--- config.mk ---
export PLATFORM = sky130hd
export DESIGN_NAME = fixed_block_free_list_allocator
export DESIGN_NICKNAME = d
export VERILOG_FILES = /design/src/rtl/core/fbfl_pkg.sv /design/src/rtl/core/fbfl_link_ram.sv /design/src/rtl/core/fbfl_arith.sv /design/src/rtl/core/fixed_block_free_list_allocator.sv
export SDC_FILE = /design/constraint.sdc
export NUM_CORES = 2
export LEC_CHECK = 0
export BUFFER_PORTS_ARGS = -buffer_cell sky130_fd_sc_hd__buf_4
export CORE_MARGIN = 1
export CORE_UTILIZATION = 40
export CTS_CLUSTER_SIZE = 14
export DETAILED_ROUTE_END_ITERATION = 7
export SLEW_MARGIN = 20
export SYNTH_ARGS = -nofsm -noshare
export SYNTH_HDL_FRONTEND = slang
export SYNTH_SLANG_ARGS = --single-unit
--- constraint.sdc ---
create_clock -name clk -period 13.1 [get_ports clk]
set_input_delay 1.31 -clock clk [delete_from_list [all_inputs] [get_ports clk]]
set_output_delay 1.31 -clock clk [all_outputs]
set_load 0.02 [all_outputs]
--- src/rtl/core/fbfl_pkg.sv ---
// Shared types and constants of the fixed block free list allocator.
package fbfl_pkg;

    // Register indexes of the configuration port.
    localparam int CFG_IDX_W = 2;
    localparam logic [CFG_IDX_W-1:0] REG_POOL_BASE   = 2'd0;
    localparam logic [CFG_IDX_W-1:0] REG_BLOCK_SIZE  = 2'd1;
    localparam logic [CFG_IDX_W-1:0] REG_BLOCK_COUNT = 2'd2;

    // Request kinds.
    localparam logic ACT_ALLOC = 1'b0;
    localparam logic ACT_FREE  = 1'b1;

    // Response status codes.
    localparam logic [1:0] STATUS_OK      = 2'd0;
    localparam logic [1:0] STATUS_OOM     = 2'd1;
    localparam logic [1:0] STATUS_INVALID = 2'd2;

    // Smallest block size honored; smaller settings behave as this one.
    localparam logic [12:0] MIN_BLOCK_SIZE = 13'd8;

    // Number of entries in the link memory. The step counts of the shared unit below are
    // sized for this depth.
    localparam int MAX_BLOCKS = 256;

    // A block index never exceeds eight bits since the count is at most 256.
    // The divider produces one extra quotient bit that flags an out-of-range offset.
    localparam int STEP_W = 4;
    localparam logic [STEP_W-1:0] MUL_LAST_STEP = 4'd7;
    localparam logic [STEP_W-1:0] DIV_TOP_STEP  = 4'd8;

    typedef enum logic [2:0] {
        AOP_IDLE,
        AOP_LOAD_MUL,
        AOP_MUL_STEP,
        AOP_ADD_BASE,
        AOP_LOAD_OFF,
        AOP_DIV_STEP
    } arith_op_t;

    typedef struct packed {
        arith_op_t          op;
        logic [STEP_W-1:0]  step;
    } arith_cmd_t;

    typedef struct packed {
        logic        action;
        logic [31:0] block_address;
    } req_word_t;

    typedef struct packed {
        logic [31:0] granted_address;
        logic [1:0]  status;
    } rsp_word_t;

endpackage

--- src/rtl/core/fbfl_link_ram.sv ---
// Next-link memory of the free list: one write port, one registered read port.
module fbfl_link_ram #(
    parameter int DEPTH = 256,
    parameter int AW    = 8,
    parameter int DW    = 9
) (
    input  logic          clk,
    input  logic          wr_en,
    input  logic [AW-1:0] wr_addr,
    input  logic [DW-1:0] wr_data,
    input  logic          rd_en,
    input  logic [AW-1:0] rd_addr,
    output logic [DW-1:0] rd_data
);

    logic [DW-1:0] mem [DEPTH];
    logic [DW-1:0] rd_data_reg;

    always_ff @(posedge clk)
    begin
        if (wr_en)
        begin
            mem[wr_addr] <= wr_data;
        end
        if (rd_en)
        begin
            rd_data_reg <= mem[rd_addr];
        end
    end

    assign rd_data = rd_data_reg;

endmodule

--- src/rtl/core/fbfl_arith.sv ---
// Shared add/subtract unit with accumulator for shift-add multiply and restoring divide.
module fbfl_arith (
    input  logic                  clk,
    input  fbfl_pkg::arith_cmd_t  cmd,
    input  logic [31:0]           pool_base,
    input  logic [12:0]           block_size,
    input  logic [31:0]           block_address,
    input  logic [7:0]            block_index,
    output logic [31:0]           acc,
    output logic [8:0]            quotient
);

    logic [31:0] acc_reg;
    logic [31:0] acc_next;
    logic [8:0]  aux_reg;
    logic [8:0]  aux_next;
    logic [31:0] size_sh;
    logic [31:0] opa;
    logic [31:0] opb;
    logic        sub;
    logic [32:0] sum;

    always_comb
    begin
        size_sh = {19'd0, block_size} << cmd.step;
        opa     = acc_reg;
        opb     = size_sh;
        sub     = 1'b0;
        case (cmd.op)
            fbfl_pkg::AOP_ADD_BASE:
            begin
                opb = pool_base;
            end
            fbfl_pkg::AOP_LOAD_OFF:
            begin
                opa = block_address;
                opb = pool_base;
                sub = 1'b1;
            end
            fbfl_pkg::AOP_DIV_STEP:
            begin
                sub = 1'b1;
            end
            default:
            begin
            end
        endcase

        // On subtract the carry out is set exactly when opa >= opb.
        sum = {1'b0, opa} + {1'b0, opb ^ {32{sub}}} + 33'(sub);

        acc_next = acc_reg;
        aux_next = aux_reg;
        case (cmd.op)
            fbfl_pkg::AOP_LOAD_MUL:
            begin
                acc_next = '0;
                aux_next = {1'b0, block_index};
            end
            fbfl_pkg::AOP_MUL_STEP:
            begin
                if (aux_reg[cmd.step])
                begin
                    acc_next = sum[31:0];
                end
            end
            fbfl_pkg::AOP_ADD_BASE:
            begin
                acc_next = sum[31:0];
            end
            fbfl_pkg::AOP_LOAD_OFF:
            begin
                acc_next = sum[31:0];
                aux_next = '0;
            end
            fbfl_pkg::AOP_DIV_STEP:
            begin
                if (sum[32])
                begin
                    acc_next = sum[31:0];
                end
                aux_next[cmd.step] = sum[32];
            end
            default:
            begin
            end
        endcase
    end

    always_ff @(posedge clk)
    begin
        acc_reg <= acc_next;
        aux_reg <= aux_next;
    end

    assign acc      = acc_reg;
    assign quotient = aux_reg;

endmodule

--- src/rtl/core/fixed_block_free_list_allocator.sv ---
// Top level of the fixed block free list allocator: sequencer, config registers, free list head.
//
//  Channel | Signals                                   | Moves
//  --------+-------------------------------------------+-------------------------------------
//  req     | req_valid, req_ready, req_data            | one allocate or free request word
//  rsp     | rsp_valid, rsp_ready, rsp_data            | one response word per finished request
//  cfg     | cfg_valid, cfg_ready, cfg_index, cfg_data | one register write word
//
// An allocate forms index * block_size in 8 shift-add steps of the shared adder; one more adds
// the pool base. A free forms the offset with one subtract, and 9 restoring divide steps on the
// same adder give the block index, the range flag and the remainder. An allocate on an empty
// list goes straight to its OOM response. No request is accepted until the response to the last
// one is registered. After reset, and after every write to a defined register, which abandons
// any request in progress, the link memory is rebuilt by a sweep over all MAX_BLOCKS entries,
// one entry per cycle, during which no request is accepted. A full response register that is
// not taken holds the sequencer in its final state; the configuration port is always ready.
module fixed_block_free_list_allocator (
    input  logic                             clk,
    input  logic                             rst_n,
    input  logic                             req_valid,
    output logic                             req_ready,
    input  fbfl_pkg::req_word_t              req_data,
    output logic                             rsp_valid,
    input  logic                             rsp_ready,
    output fbfl_pkg::rsp_word_t              rsp_data,
    input  logic                             cfg_valid,
    output logic                             cfg_ready,
    input  logic [fbfl_pkg::CFG_IDX_W-1:0]   cfg_index,
    input  logic [31:0]                      cfg_data
);

    localparam int IDX_W  = (fbfl_pkg::MAX_BLOCKS > 1) ? $clog2(fbfl_pkg::MAX_BLOCKS) : 1;
    localparam int LINK_W = IDX_W + 1;
    localparam logic [16:0]      MAX_B17  = 17'(fbfl_pkg::MAX_BLOCKS);
    localparam logic [IDX_W-1:0] LAST_IDX = IDX_W'(fbfl_pkg::MAX_BLOCKS - 1);

    typedef enum logic [2:0] {
        S_SWEEP,
        S_IDLE,
        S_MUL,
        S_BASE,
        S_DIV,
        S_DONE
    } state_t;

    state_t state_reg;
    logic [IDX_W-1:0]            sweep_idx_reg;
    logic [IDX_W-1:0]            head_reg;
    logic                        head_valid_reg;
    logic [fbfl_pkg::STEP_W-1:0] step_reg;
    logic                        act_reg;
    logic                        oom_reg;
    logic                        rsp_valid_reg;
    fbfl_pkg::rsp_word_t         rsp_data_reg;

    logic [31:0] pool_base_reg;
    logic [12:0] block_size_reg;
    logic [8:0]  block_count_reg;

    logic [12:0] eff_size;
    logic [8:0]  eff_count;
    logic [16:0] count_m1;
    logic        req_fire;
    logic        done_fire;
    logic        cfg_hit;
    logic        free_ok;

    fbfl_pkg::arith_cmd_t arith_cmd;
    logic [31:0]          acc;
    logic [8:0]           quotient;
    logic [IDX_W+7:0]     head_ext;
    logic [IDX_W+8:0]     quot_ext;
    logic [IDX_W-1:0]     free_idx;

    logic              wr_en;
    logic [IDX_W-1:0]  wr_addr;
    logic [LINK_W-1:0] wr_data;
    logic              rd_en;
    logic [LINK_W-1:0] rd_data;
    logic              sweep_link_valid;

    // Out-of-range settings are clamped exactly as the allocator defines them.
    assign eff_size  = (block_size_reg < fbfl_pkg::MIN_BLOCK_SIZE) ?
                       fbfl_pkg::MIN_BLOCK_SIZE : block_size_reg;
    assign eff_count = (17'(block_count_reg) > MAX_B17) ? MAX_B17[8:0] : block_count_reg;
    assign count_m1  = 17'(eff_count) - 17'd1;

    assign req_ready = (state_reg == S_IDLE);
    assign req_fire  = req_valid && req_ready;
    assign done_fire = (state_reg == S_DONE) && (!rsp_valid_reg || rsp_ready);
    assign cfg_ready = 1'b1;
    assign cfg_hit   = cfg_valid && ((cfg_index == fbfl_pkg::REG_POOL_BASE) ||
                                     (cfg_index == fbfl_pkg::REG_BLOCK_SIZE) ||
                                     (cfg_index == fbfl_pkg::REG_BLOCK_COUNT));

    // Block indexes stay below 256, so the multiplier input is the low eight bits of the head.
    assign head_ext = {8'd0, head_reg};
    assign quot_ext = {IDX_W'(0), quotient};
    assign free_idx = quot_ext[IDX_W-1:0];

    // A freed address is good when its quotient is below the block count (the range flag in
    // the top quotient bit makes that fail on its own) and nothing is left over.
    assign free_ok = (quotient < eff_count) && (acc == 32'd0);

    // Sequencer commands for the shared unit.
    always_comb
    begin
        arith_cmd.op   = fbfl_pkg::AOP_IDLE;
        arith_cmd.step = step_reg;
        case (state_reg)
            S_IDLE:
            begin
                if (req_fire)
                begin
                    if (req_data.action == fbfl_pkg::ACT_FREE)
                    begin
                        arith_cmd.op = fbfl_pkg::AOP_LOAD_OFF;
                    end
                    else if (head_valid_reg)
                    begin
                        arith_cmd.op = fbfl_pkg::AOP_LOAD_MUL;
                    end
                end
            end
            S_MUL:
            begin
                arith_cmd.op = fbfl_pkg::AOP_MUL_STEP;
            end
            S_BASE:
            begin
                arith_cmd.op = fbfl_pkg::AOP_ADD_BASE;
            end
            S_DIV:
            begin
                arith_cmd.op = fbfl_pkg::AOP_DIV_STEP;
            end
            default:
            begin
            end
        endcase
    end

    // Link memory access. The sweep writes block i -> i-1, valid when 0 < i < count.
    // The head's link is read at acceptance and consumed when the allocate completes.
    assign sweep_link_valid = (sweep_idx_reg != '0) &&
                              (17'(sweep_idx_reg) < 17'(eff_count));
    assign rd_en = req_fire && (req_data.action == fbfl_pkg::ACT_ALLOC);

    always_comb
    begin
        wr_en   = 1'b0;
        wr_addr = sweep_idx_reg;
        wr_data = {sweep_link_valid, sweep_idx_reg - IDX_W'(1)};
        if (state_reg == S_SWEEP)
        begin
            wr_en = 1'b1;
        end
        else if (done_fire && (act_reg == fbfl_pkg::ACT_FREE) && free_ok)
        begin
            wr_en   = 1'b1;
            wr_addr = free_idx;
            wr_data = {head_valid_reg, head_reg};
        end
    end

    fbfl_link_ram #(
        .DEPTH (fbfl_pkg::MAX_BLOCKS),
        .AW    (IDX_W),
        .DW    (LINK_W)
    ) u_link_ram (
        .clk     (clk),
        .wr_en   (wr_en),
        .wr_addr (wr_addr),
        .wr_data (wr_data),
        .rd_en   (rd_en),
        .rd_addr (head_reg),
        .rd_data (rd_data)
    );

    fbfl_arith u_arith (
        .clk           (clk),
        .cmd           (arith_cmd),
        .pool_base     (pool_base_reg),
        .block_size    (eff_size),
        .block_address (req_data.block_address),
        .block_index   (head_ext[7:0]),
        .acc           (acc),
        .quotient      (quotient)
    );

    // Configuration registers.
    always_ff @(posedge clk or negedge rst_n)
    begin
        if (!rst_n)
        begin
            pool_base_reg   <= 32'd0;
            block_size_reg  <= 13'd8;
            block_count_reg <= 9'd256;
        end
        else if (cfg_valid)
        begin
            case (cfg_index)
                fbfl_pkg::REG_POOL_BASE:
                begin
                    pool_base_reg <= cfg_data;
                end
                fbfl_pkg::REG_BLOCK_SIZE:
                begin
                    block_size_reg <= cfg_data[12:0];
                end
                fbfl_pkg::REG_BLOCK_COUNT:
                begin
                    block_count_reg <= cfg_data[8:0];
                end
                default:
                begin
                end
            endcase
        end
    end

    // Sequencer, free list head and response register.
    always_ff @(posedge clk or negedge rst_n)
    begin
        if (!rst_n)
        begin
            state_reg      <= S_SWEEP;
            sweep_idx_reg  <= '0;
            head_reg       <= '0;
            head_valid_reg <= 1'b0;
            step_reg       <= '0;
            act_reg        <= fbfl_pkg::ACT_ALLOC;
            oom_reg        <= 1'b0;
            rsp_valid_reg  <= 1'b0;
            rsp_data_reg   <= '0;
        end
        else
        begin
            if (rsp_valid_reg && rsp_ready)
            begin
                rsp_valid_reg <= 1'b0;
            end

            case (state_reg)
                S_SWEEP:
                begin
                    sweep_idx_reg <= sweep_idx_reg + IDX_W'(1);
                    if (sweep_idx_reg == LAST_IDX)
                    begin
                        // The rebuilt list starts at the highest block in use.
                        head_reg       <= count_m1[IDX_W-1:0];
                        head_valid_reg <= (eff_count != 9'd0);
                        state_reg      <= S_IDLE;
                    end
                end
                S_IDLE:
                begin
                    if (req_fire)
                    begin
                        act_reg <= req_data.action;
                        oom_reg <= 1'b0;
                        if (req_data.action == fbfl_pkg::ACT_FREE)
                        begin
                            step_reg  <= fbfl_pkg::DIV_TOP_STEP;
                            state_reg <= S_DIV;
                        end
                        else if (head_valid_reg)
                        begin
                            step_reg  <= '0;
                            state_reg <= S_MUL;
                        end
                        else
                        begin
                            oom_reg   <= 1'b1;
                            state_reg <= S_DONE;
                        end
                    end
                end
                S_MUL:
                begin
                    step_reg <= step_reg + fbfl_pkg::STEP_W'(1);
                    if (step_reg == fbfl_pkg::MUL_LAST_STEP)
                    begin
                        state_reg <= S_BASE;
                    end
                end
                S_BASE:
                begin
                    state_reg <= S_DONE;
                end
                S_DIV:
                begin
                    step_reg <= step_reg - fbfl_pkg::STEP_W'(1);
                    if (step_reg == '0)
                    begin
                        state_reg <= S_DONE;
                    end
                end
                S_DONE:
                begin
                    if (done_fire)
                    begin
                        rsp_valid_reg <= 1'b1;
                        state_reg     <= S_IDLE;
                        rsp_data_reg.granted_address <= 32'd0;
                        if (act_reg == fbfl_pkg::ACT_ALLOC)
                        begin
                            if (oom_reg)
                            begin
                                rsp_data_reg.status <= fbfl_pkg::STATUS_OOM;
                            end
                            else
                            begin
                                // Pop: the head moves to the link read at acceptance.
                                rsp_data_reg.granted_address <= acc;
                                rsp_data_reg.status          <= fbfl_pkg::STATUS_OK;
                                head_reg                     <= rd_data[IDX_W-1:0];
                                head_valid_reg               <= rd_data[IDX_W];
                            end
                        end
                        else if (free_ok)
                        begin
                            // Push: the freed block becomes the head, linking to the old one.
                            rsp_data_reg.status <= fbfl_pkg::STATUS_OK;
                            head_reg            <= free_idx;
                            head_valid_reg      <= 1'b1;
                        end
                        else
                        begin
                            rsp_data_reg.status <= fbfl_pkg::STATUS_INVALID;
                        end
                    end
                end
                default:
                begin
                    state_reg <= S_IDLE;
                end
            endcase

            // Any write to a defined register restarts the rebuild of the list.
            if (cfg_hit)
            begin
                sweep_idx_reg <= '0;
                state_reg     <= S_SWEEP;
            end
        end
    end

    assign rsp_valid = rsp_valid_reg;
    assign rsp_data  = rsp_data_reg;

endmodule
# Word level (Yosys, flattened, before mapping)
# Memory sizes are Yosys's and may differ from the RTL's. A register that Yosys moved wholly into a read port is not among the register bits.
# Index checks and enable logic that the tools add are counted.
# W data, S select, Z words.
# totals
ramBits	2304
regBits	156
out_inout_bits	37
word_cells	158
in_bits	72
memories	1
# op_classes
reduce_logical	36
addsub	7
n_shift	1
eq_ne	27
order_cmp	6
n_bitwise	2
n_mux	63
# memory_table
memory	words	width	rd	rd_clocked_by_memory_dff	write_ports	line	rtl
u_link_ram.mem	256	9	1	1	1	fbfl_link_ram.sv:16	logic [DW-1:0] mem [DEPTH];
# ops
cell	n
$mux W32	6
$pmux W32 S4	1
$mux W8	9
$add A32 B32 Y33	1
$add A33 B1 Y33	1
$logic_not A32 Y1	1
$shl A13 B4 Y32	1
$xor A32 B32 Y32	1
$mux W3	10
$mux W9	3
$pmux W9 S3	1
$mux W1	19
$pmux W3 S6	1
$pmux W8 S2	1
$sub A8 B1 Y8 const B	2
$ne A3 B3 Y1 const B	5
$lt A13 B4 Y1 const B	1
$mux W13	1
$eq A3 B2 Y1 const B	4
$eq A3 B3 Y1 const B	4
$mux W4	3
$pmux W3 S4	1
$pmux W4 S3	1
$logic_and A1 B1 Y1	10
37 further kinds	54

# Depth between registers and ports, before layout
# logic_depth
ltp_word	12
ltp_mapped	20
ltp_nobuf	19

# Modules after synthesis
# Synthesis repeated with hierarchy kept, for this count alone.
# unflattened
cells_unflattened	5416
area_unflattened_um2	100426.3
# by_module_without_submodules
module	cells_per_inst	seq_area_each_um2	area_each_um2	n_inst
fbfl_link_ram	4237	69456.6	89368.2	1
fixed_block_free_list_allocator	567	2880.3	5974.5	1
fbfl_arith	612	1231.2	5083.6	1

# Worst setup path before layout
# OpenSTA, ideal clock, no wires.
# synth_timing
path_type	input to register
start	in rsp_ready
end	mem u_link_ram.mem[0][7], data pin
t_required_ps	10913
path_buffers	4
path_stages	8
setup_ps	2187
path_slack_ps	-1528
arrival_time_ps	12441
cell_sequence	nand2b_1 and3_1 clkbuf_1 o2111a_1 buf_2 clkbuf_1 clkbuf_1 o21ai_0
# synth_via
elab_chain_cells	6
# synth_lines
item	line	rtl
start, declared	fixed_block_free_list_allocator.sv:24	input logic rsp_ready,
$logic_or A1 B1 Y1	fixed_block_free_list_allocator.sv:90	assign done_fire = (state_reg == S_DONE) && (!rsp_valid_reg || rsp_ready);
$logic_and A1 B1 Y1	fixed_block_free_list_allocator.sv:90	
$logic_and A1 B1 Y1 (2 in series)	fixed_block_free_list_allocator.sv:158	else if (done_fire && (act_reg == fbfl_pkg::ACT_FREE) && free_ok)
$mux W9	fixed_block_free_list_allocator.sv:158	
$mux W9	fixed_block_free_list_allocator.sv:154	if (state_reg == S_SWEEP)
net u_link_ram.wr_data[7]	fbfl_link_ram.sv:10	input logic [DW-1:0] wr_data,
end, declared	fbfl_link_ram.sv:16	
# The timed path passes the listed nets, and every way through them passes these cells.

# Final worst setup path
# layout_timing
start	reg state_reg[1]
end	reg u_arith.acc_reg[25], in the netlist u_arith.acc[25], enable pin
# layout_via
elab_chain_cells	12
elab_cells_between_ends	24
classes_between	add/sub: 2; eq/ne: 11; mux: 5; bitwise: 1; reduce/logical: 5
# layout_lines
item	line	rtl
start, declared	fixed_block_free_list_allocator.sv:46	state_t state_reg;
start signal, assigned	fixed_block_free_list_allocator.sv:227	state_reg <= S_SWEEP;
start signal, assigned	fixed_block_free_list_allocator.sv:253	state_reg <= S_IDLE;
start signal, assigned	fixed_block_free_list_allocator.sv:265	state_reg <= S_DIV;
$eq A3 B1 Y1	fixed_block_free_list_allocator.sv:88, fixed_block_free_list_allocator.sv:110	
$logic_and A1 B1 Y1	fixed_block_free_list_allocator.sv:89	assign req_fire = req_valid && req_ready;
$mux W3	fixed_block_free_list_allocator.sv:113	if (req_fire)
$pmux W3 S4 *	fixed_block_free_list_allocator.sv:110	case (state_reg)
$eq A3 B2 Y1 / $eq A3 B3 Y1 (equally long branches)	fbfl_arith.sv:29, fbfl_arith.sv:54	
$reduce_or A2 Y1 (no line)	n/a	
$mux W32 / $mux W1 (equally long branches)	fbfl_arith.sv:29	case (cmd.op)
$xor A32 B32 Y32	fbfl_arith.sv:50	sum = {1'b0, opa} + {1'b0, opb ^ {32{sub}}} + 33'(sub);
$add A32 B32 Y33	fbfl_arith.sv:50	
$add A33 B1 Y33	fbfl_arith.sv:50	
$ne A2 B1 Y1 (no line)	n/a	
$reduce_and A3 Y1 (no line) *	n/a	
end signal, assigned	fbfl_arith.sv:92	acc_reg <= acc_next;
end, declared	fbfl_arith.sv:13	logic [31:0] acc_reg;
# Mark *: on every way between the ends. The rest lies on a longest branch, timed or not.
# A chain may end at the register's enable or synchronous reset.

==> run_summary.xml <==
<?xml version="1.0" encoding="UTF-8"?>
<metrics>
  <group name="outcome">
    <metric name="result_of_the_run" unit="">completed</metric>
  </group>
  <group name="timing">
    <metric name="timing.hold.ws" unit="ns">0.4603</metric>
    <metric name="timing.final.max_slew_violations" unit="">0</metric>
    <metric name="clock_skew" unit="ns">0.06418</metric>
    <metric name="final_count_of_hold_timing_violations" unit="">0</metric>
    <metric name="tightest_slew" unit="ns">1.161</metric>
    <metric name="tcrit_tclk_final" unit="">0.4917</metric>
    <metric name="grt_setup_unrepaired" unit="">false</metric>
    <metric name="slew_headroom" unit="">0.2230</metric>
    <metric name="final-setup-viol-count" unit="">0</metric>
    <metric name="setup-tns-final" unit="ns">0</metric>
    <metric name="max_clock_freq" unit="MHz">155.3</metric>
    <metric name="min_period" unit="ns">6.441</metric>
  </group>
  <group name="global_route">
    <metric name="global_route.usage.met1" unit="">0.2887</metric>
    <metric name="overflow" unit="">0</metric>
    <metric name="grt_first_pass_wirelength" unit="mm">358.9</metric>
    <metric name="first_global_vias" unit="">49097</metric>
    <metric name="global_route.peak_usage_layer" unit="">met2</metric>
    <metric name="initial_antenna_violation_count" unit="">6</metric>
    <metric name="grt_util_met3" unit="">0.02950</metric>
    <metric name="gr-usage-met2" unit="">0.3092</metric>
    <metric name="grtUsageTotal" unit="">0.1982</metric>
    <metric name="pin_count_of_the_biggest_net_entering_global_routing" unit="">225</metric>
  </group>
  <group name="power">
    <metric name="vdd.ir_drop.worst" unit="mV">0.2134</metric>
    <metric name="power.share.combinational" unit="">0.329</metric>
    <metric name="cellInternalPower" unit="mW">18.31</metric>
    <metric name="power.clock.fraction" unit="">0.269</metric>
    <metric name="sw_frac_of_total" unit="">0.3297</metric>
    <metric name="power.sequential.fraction" unit="">0.401</metric>
    <metric name="power_density" unit="nW/µm²">240.8</metric>
    <metric name="power.net_switching" unit="mW">9.006</metric>
    <metric name="power_leakage" unit="nW">35.76</metric>
  </group>
  <group name="hold_path">
    <metric name="hold-path-cell-count" unit="">2</metric>
    <metric name="timing.hold.worst.class" unit="">flip-flop to flip-flop</metric>
    <metric name="timing.hold.worst_endpoint" unit="">rsp_data[3]</metric>
    <metric name="worst_hold_startpoint" unit="">rsp_data[3]</metric>
  </group>
  <group name="die">
    <metric name="die_w" unit="µm">501.2</metric>
    <metric name="floorplan.initialDensity" unit="">0.4039</metric>
    <metric name="core" unit="µm²">246800</metric>
    <metric name="die_y" unit="µm">501.2</metric>
    <metric name="total_die_area" unit="µm²">251200</metric>
    <metric name="rows" unit="">182</metric>
    <metric name="floorplan.io_pins" unit="">109</metric>
  </group>
  <group name="yosys">
    <metric name="synth.yosys.warnings" unit="">0</metric>
    <metric name="syn_area_cell" unit="µm²">20.93</metric>
    <metric name="cell_type_contributing_the_most_total_cell_area_after_synthesis" unit="">sky130_fd_sc_hd__edfxtp_1</metric>
    <metric name="postSynthNetCount" unit="">4890</metric>
    <metric name="synthArstFlopShare" unit="">0.04658</metric>
    <metric name="ys_seq_area_frac" unit="">0.7380</metric>
    <metric name="synth-seq-cells" unit="">2469</metric>
    <metric name="yosys-top-cells-area" unit="">sky130_fd_sc_hd__edfxtp_1, sky130_fd_sc_hd__mux4_2, sky130_fd_sc_hd__dfrtp_1</metric>
    <metric name="synth-edff-count" unit="">2354</metric>
    <metric name="postSynth.topFlopCell" unit="">sky130_fd_sc_hd__edfxtp_1</metric>
    <metric name="yosysTopAreaCellShare" unit="">0.7091</metric>
    <metric name="post_synth_instance_area" unit="µm²">99690</metric>
    <metric name="synthesized_netlist_cell_count" unit="">4763</metric>
    <metric name="synth.lib_cells_used.distinct" unit="">71</metric>
  </group>
  <group name="routing">
    <metric name="postRouteWirelength" unit="mm">248.2</metric>
    <metric name="total_via_count_after_detailed_routing" unit="">48904</metric>
    <metric name="via_per_inst" unit="">5.764</metric>
    <metric name="drtAntennaViolNets" unit="">0</metric>
    <metric name="drt_iter0_drc" unit="">5579</metric>
    <metric name="wire_per_inst" unit="µm">29.25</metric>
    <metric name="remaining_drc_errors" unit="">0</metric>
    <metric name="drt_first_pass_iters" unit="">6</metric>
  </group>
  <group name="setup_path">
    <metric name="reg2reg_to" unit="">u_arith.acc[25]</metric>
    <metric name="worst_r2r_startpoint" unit="">state_reg[1]</metric>
    <metric name="required_time_of_the_worst_setup_path" unit="ns">13.69</metric>
    <metric name="reg2reg_setup_slack" unit="ns">6.66</metric>
    <metric name="worst_ep_arrival_time" unit="ns">7.03</metric>
    <metric name="worst-path-max-fanout" unit="">36</metric>
    <metric name="endpoint_kind" unit="">flip-flop</metric>
    <metric name="criticalPathCategory" unit="">flip-flop to flip-flop</metric>
    <metric name="r2r_cells" unit="">15</metric>
    <metric name="worst_setup_path_start_kind" unit="">flip-flop</metric>
  </group>
  <group name="clocking">
    <metric name="clock_tree.root_cell" unit="">sky130_fd_sc_hd__clkbuf_16</metric>
    <metric name="cts.sinks" unit="">2469</metric>
    <metric name="cts_htree_levels" unit="">5</metric>
    <metric name="cts-buffers-inserted" unit="">277</metric>
    <metric name="postCtsSetupRepairBufs" unit="">0</metric>
    <metric name="post_cts_resize_count" unit="">0</metric>
    <metric name="hold_buffers" unit="">0</metric>
    <metric name="clk_pin_slew_worst_paths" unit="ns">0.06</metric>
    <metric name="cts_tree" unit="">yes</metric>
    <metric name="worst_skew_pair.late_latency" unit="ns">0.94</metric>
    <metric name="cts_buffer_depth" unit="">4</metric>
  </group>
  <group name="final_layout">
    <metric name="post_route_cells_drive_above_1_share" unit="">0.2926</metric>
    <metric name="largest_register_ffs" unit="">2304</metric>
    <metric name="multiInputGateArea" unit="µm²">25410</metric>
    <metric name="fillerInstances" unit="">20513</metric>
    <metric name="area_growth" unit="%">13.76</metric>
    <metric name="area.sequential" unit="µm²">73590</metric>
    <metric name="final_util" unit="">0.4594</metric>
    <metric name="stdcell_area" unit="µm²">113400</metric>
    <metric name="num-nets-final" unit="">5107</metric>
  </group>
  <group name="placement">
    <metric name="buffer_ports.inserted" unit="">107</metric>
    <metric name="postPlaceCellArea" unit="µm²">104900</metric>
    <metric name="routabilityCongestion" unit="">0.8729</metric>
    <metric name="hpwl" unit="mm">147.5</metric>
  </group>
  <group name="flow_run">
    <metric name="max_cap_violations" unit="">0</metric>
  </group>
</metrics>
## layout by cell type (no fill, tap or decap), drive strengths merged, types with 28 or more instances in the layout
cell,synthesis,final
clkbuf,180,346
inv,28,33
buf,95,213
edfxtp,2354,2354
mux2,100,100
a21oi,64,64
ha,53,53
nor2,354,354
nor3,28,28
nand2,157,157
mux4,773,773
dfrtp,113,113
nand3,50,50
o21ai,74,74
clkinv,0,99
xnor2,52,52
mux2i,29,29
a21o,31,31
## area by class of cell
class | count | area share
diodes | 3 | 0.00006620
clock buffers | 346 | 0.06525
multi-input cells | 1991 | 0.2241
flip-flops and latches | 2469 | 0.6489
well taps | 3312 | 0.03654
inverters | 28 | 0.0009268
repair buffers | 213 | 0.01496
clock inverters | 123 | 0.009301
## logic make-up after synthesis
logic type,Yosys count,synth area share
XOR/XNOR,72,0.006326
adder cells (fa/ha/maj),55,0.007054
buffers and inverters,303,0.01226
AO/OA/AOI/OAI,278,0.01809
multiplexers,902,0.1888
AND/OR/NAND/NOR,683,0.02942
other,1,0.00003762
flip-flops,2469,0.7380
## worst max path at each step
stage	from	to	depth (start not counted)
3_5_place_dp	req_data[32]	u_arith.acc[31]	15
5_1_grt	state_reg[1]	u_arith.acc[4]	15
6_report	state_reg[1]	u_arith.acc[25]	15
4_1_cts	state_reg[1]	u_arith.acc[6]	15
3_3_place_gp	req_data[32]	u_arith.acc[27]	15
2_1_floorplan	rsp_ready	u_link_ram.mem[0][7]	8
## metal layers
metal / wire [µm] / vias up
li1: - / 20252
met1: 107700 / 26395
met2: 117500 / 1868
met3: 16270 / 389
met4: 6797 / 0
met5: 0 / -
## cell usage after synthesis, types with 6 or more instances
cell and number:
sky130_fd_sc_hd__mux4_2 773, sky130_fd_sc_hd__a211oi_1 6, sky130_fd_sc_hd__a32oi_1 13, sky130_fd_sc_hd__a21o_1 31, sky130_fd_sc_hd__nand2_1 156, sky130_fd_sc_hd__edfxtp_1 2354
sky130_fd_sc_hd__nor3_1 28, sky130_fd_sc_hd__a22oi_1 8, sky130_fd_sc_hd__xnor2_1 52, sky130_fd_sc_hd__mux2i_1 29, sky130_fd_sc_hd__xor2_1 20, sky130_fd_sc_hd__nor2_1 354
sky130_fd_sc_hd__a31oi_1 26, sky130_fd_sc_hd__o21ai_1 6, sky130_fd_sc_hd__o211ai_1 6, sky130_fd_sc_hd__nor2b_1 11, sky130_fd_sc_hd__mux2_2 100, sky130_fd_sc_hd__nor4_1 18
sky130_fd_sc_hd__inv_1 28, sky130_fd_sc_hd__buf_1 34, sky130_fd_sc_hd__and2_1 11, sky130_fd_sc_hd__dfrtp_1 113, sky130_fd_sc_hd__nand2b_1 13, sky130_fd_sc_hd__or3_1 6
sky130_fd_sc_hd__and3_1 6, sky130_fd_sc_hd__o21ai_0 68, sky130_fd_sc_hd__ha_1 53, sky130_fd_sc_hd__a21oi_1 64, sky130_fd_sc_hd__buf_2 59, sky130_fd_sc_hd__nand4_1 10
sky130_fd_sc_hd__nand3b_1 7, sky130_fd_sc_hd__clkbuf_1 180, sky130_fd_sc_hd__nand3_1 50
## worst max-delay path: stages, from the launching register on
cell,delay [ns]
sky130_fd_sc_hd__dfrtp_1,0.51
sky130_fd_sc_hd__nor3b_4,0.44
sky130_fd_sc_hd__nand3_2,0.78
sky130_fd_sc_hd__nand2_2,1.00
sky130_fd_sc_hd__xnor2_1,0.23
sky130_fd_sc_hd__fa_1,0.46
sky130_fd_sc_hd__a21oi_1,0.19
sky130_fd_sc_hd__o21ai_0,0.18
sky130_fd_sc_hd__o41a_1,0.43
sky130_fd_sc_hd__a311o_1,0.44
sky130_fd_sc_hd__nand4_1,0.18
sky130_fd_sc_hd__a32oi_1,0.15
sky130_fd_sc_hd__a31o_2,0.35
sky130_fd_sc_hd__nand2_1,0.34
sky130_fd_sc_hd__o31ai_4,0.12
sky130_fd_sc_hd__buf_4,0.28
## stage by stage
| step | std cells | power (mW) | worst slack (ns) |
|---|---|---|---|
| floorplan | 4763 | 17.74 | -1.528 |
| global placement | 8011 | 20.07 | 6.338 |
| detailed placement | 8011 | 20.20 | 6.223 |
| CTS | 8480 | 27.52 | 6.642 |
| global route | 8483 | 28.31 | 6.216 |
| finish | 8485 | 27.31 | 6.659 |
## power groups by stage
stage	logic (mW)	registers [mW]	clock network [mW]
after floorplan	5.78	12.0	0
after global placement	8.92	11.1	0
after detailed placement	9.04	11.2	0
after CTS	9.06	11.0	7.47
after global routing	9.55	11.0	7.76
final	9.00	11.0	7.36
No activity file was read; power rests on OpenSTA's default activity.
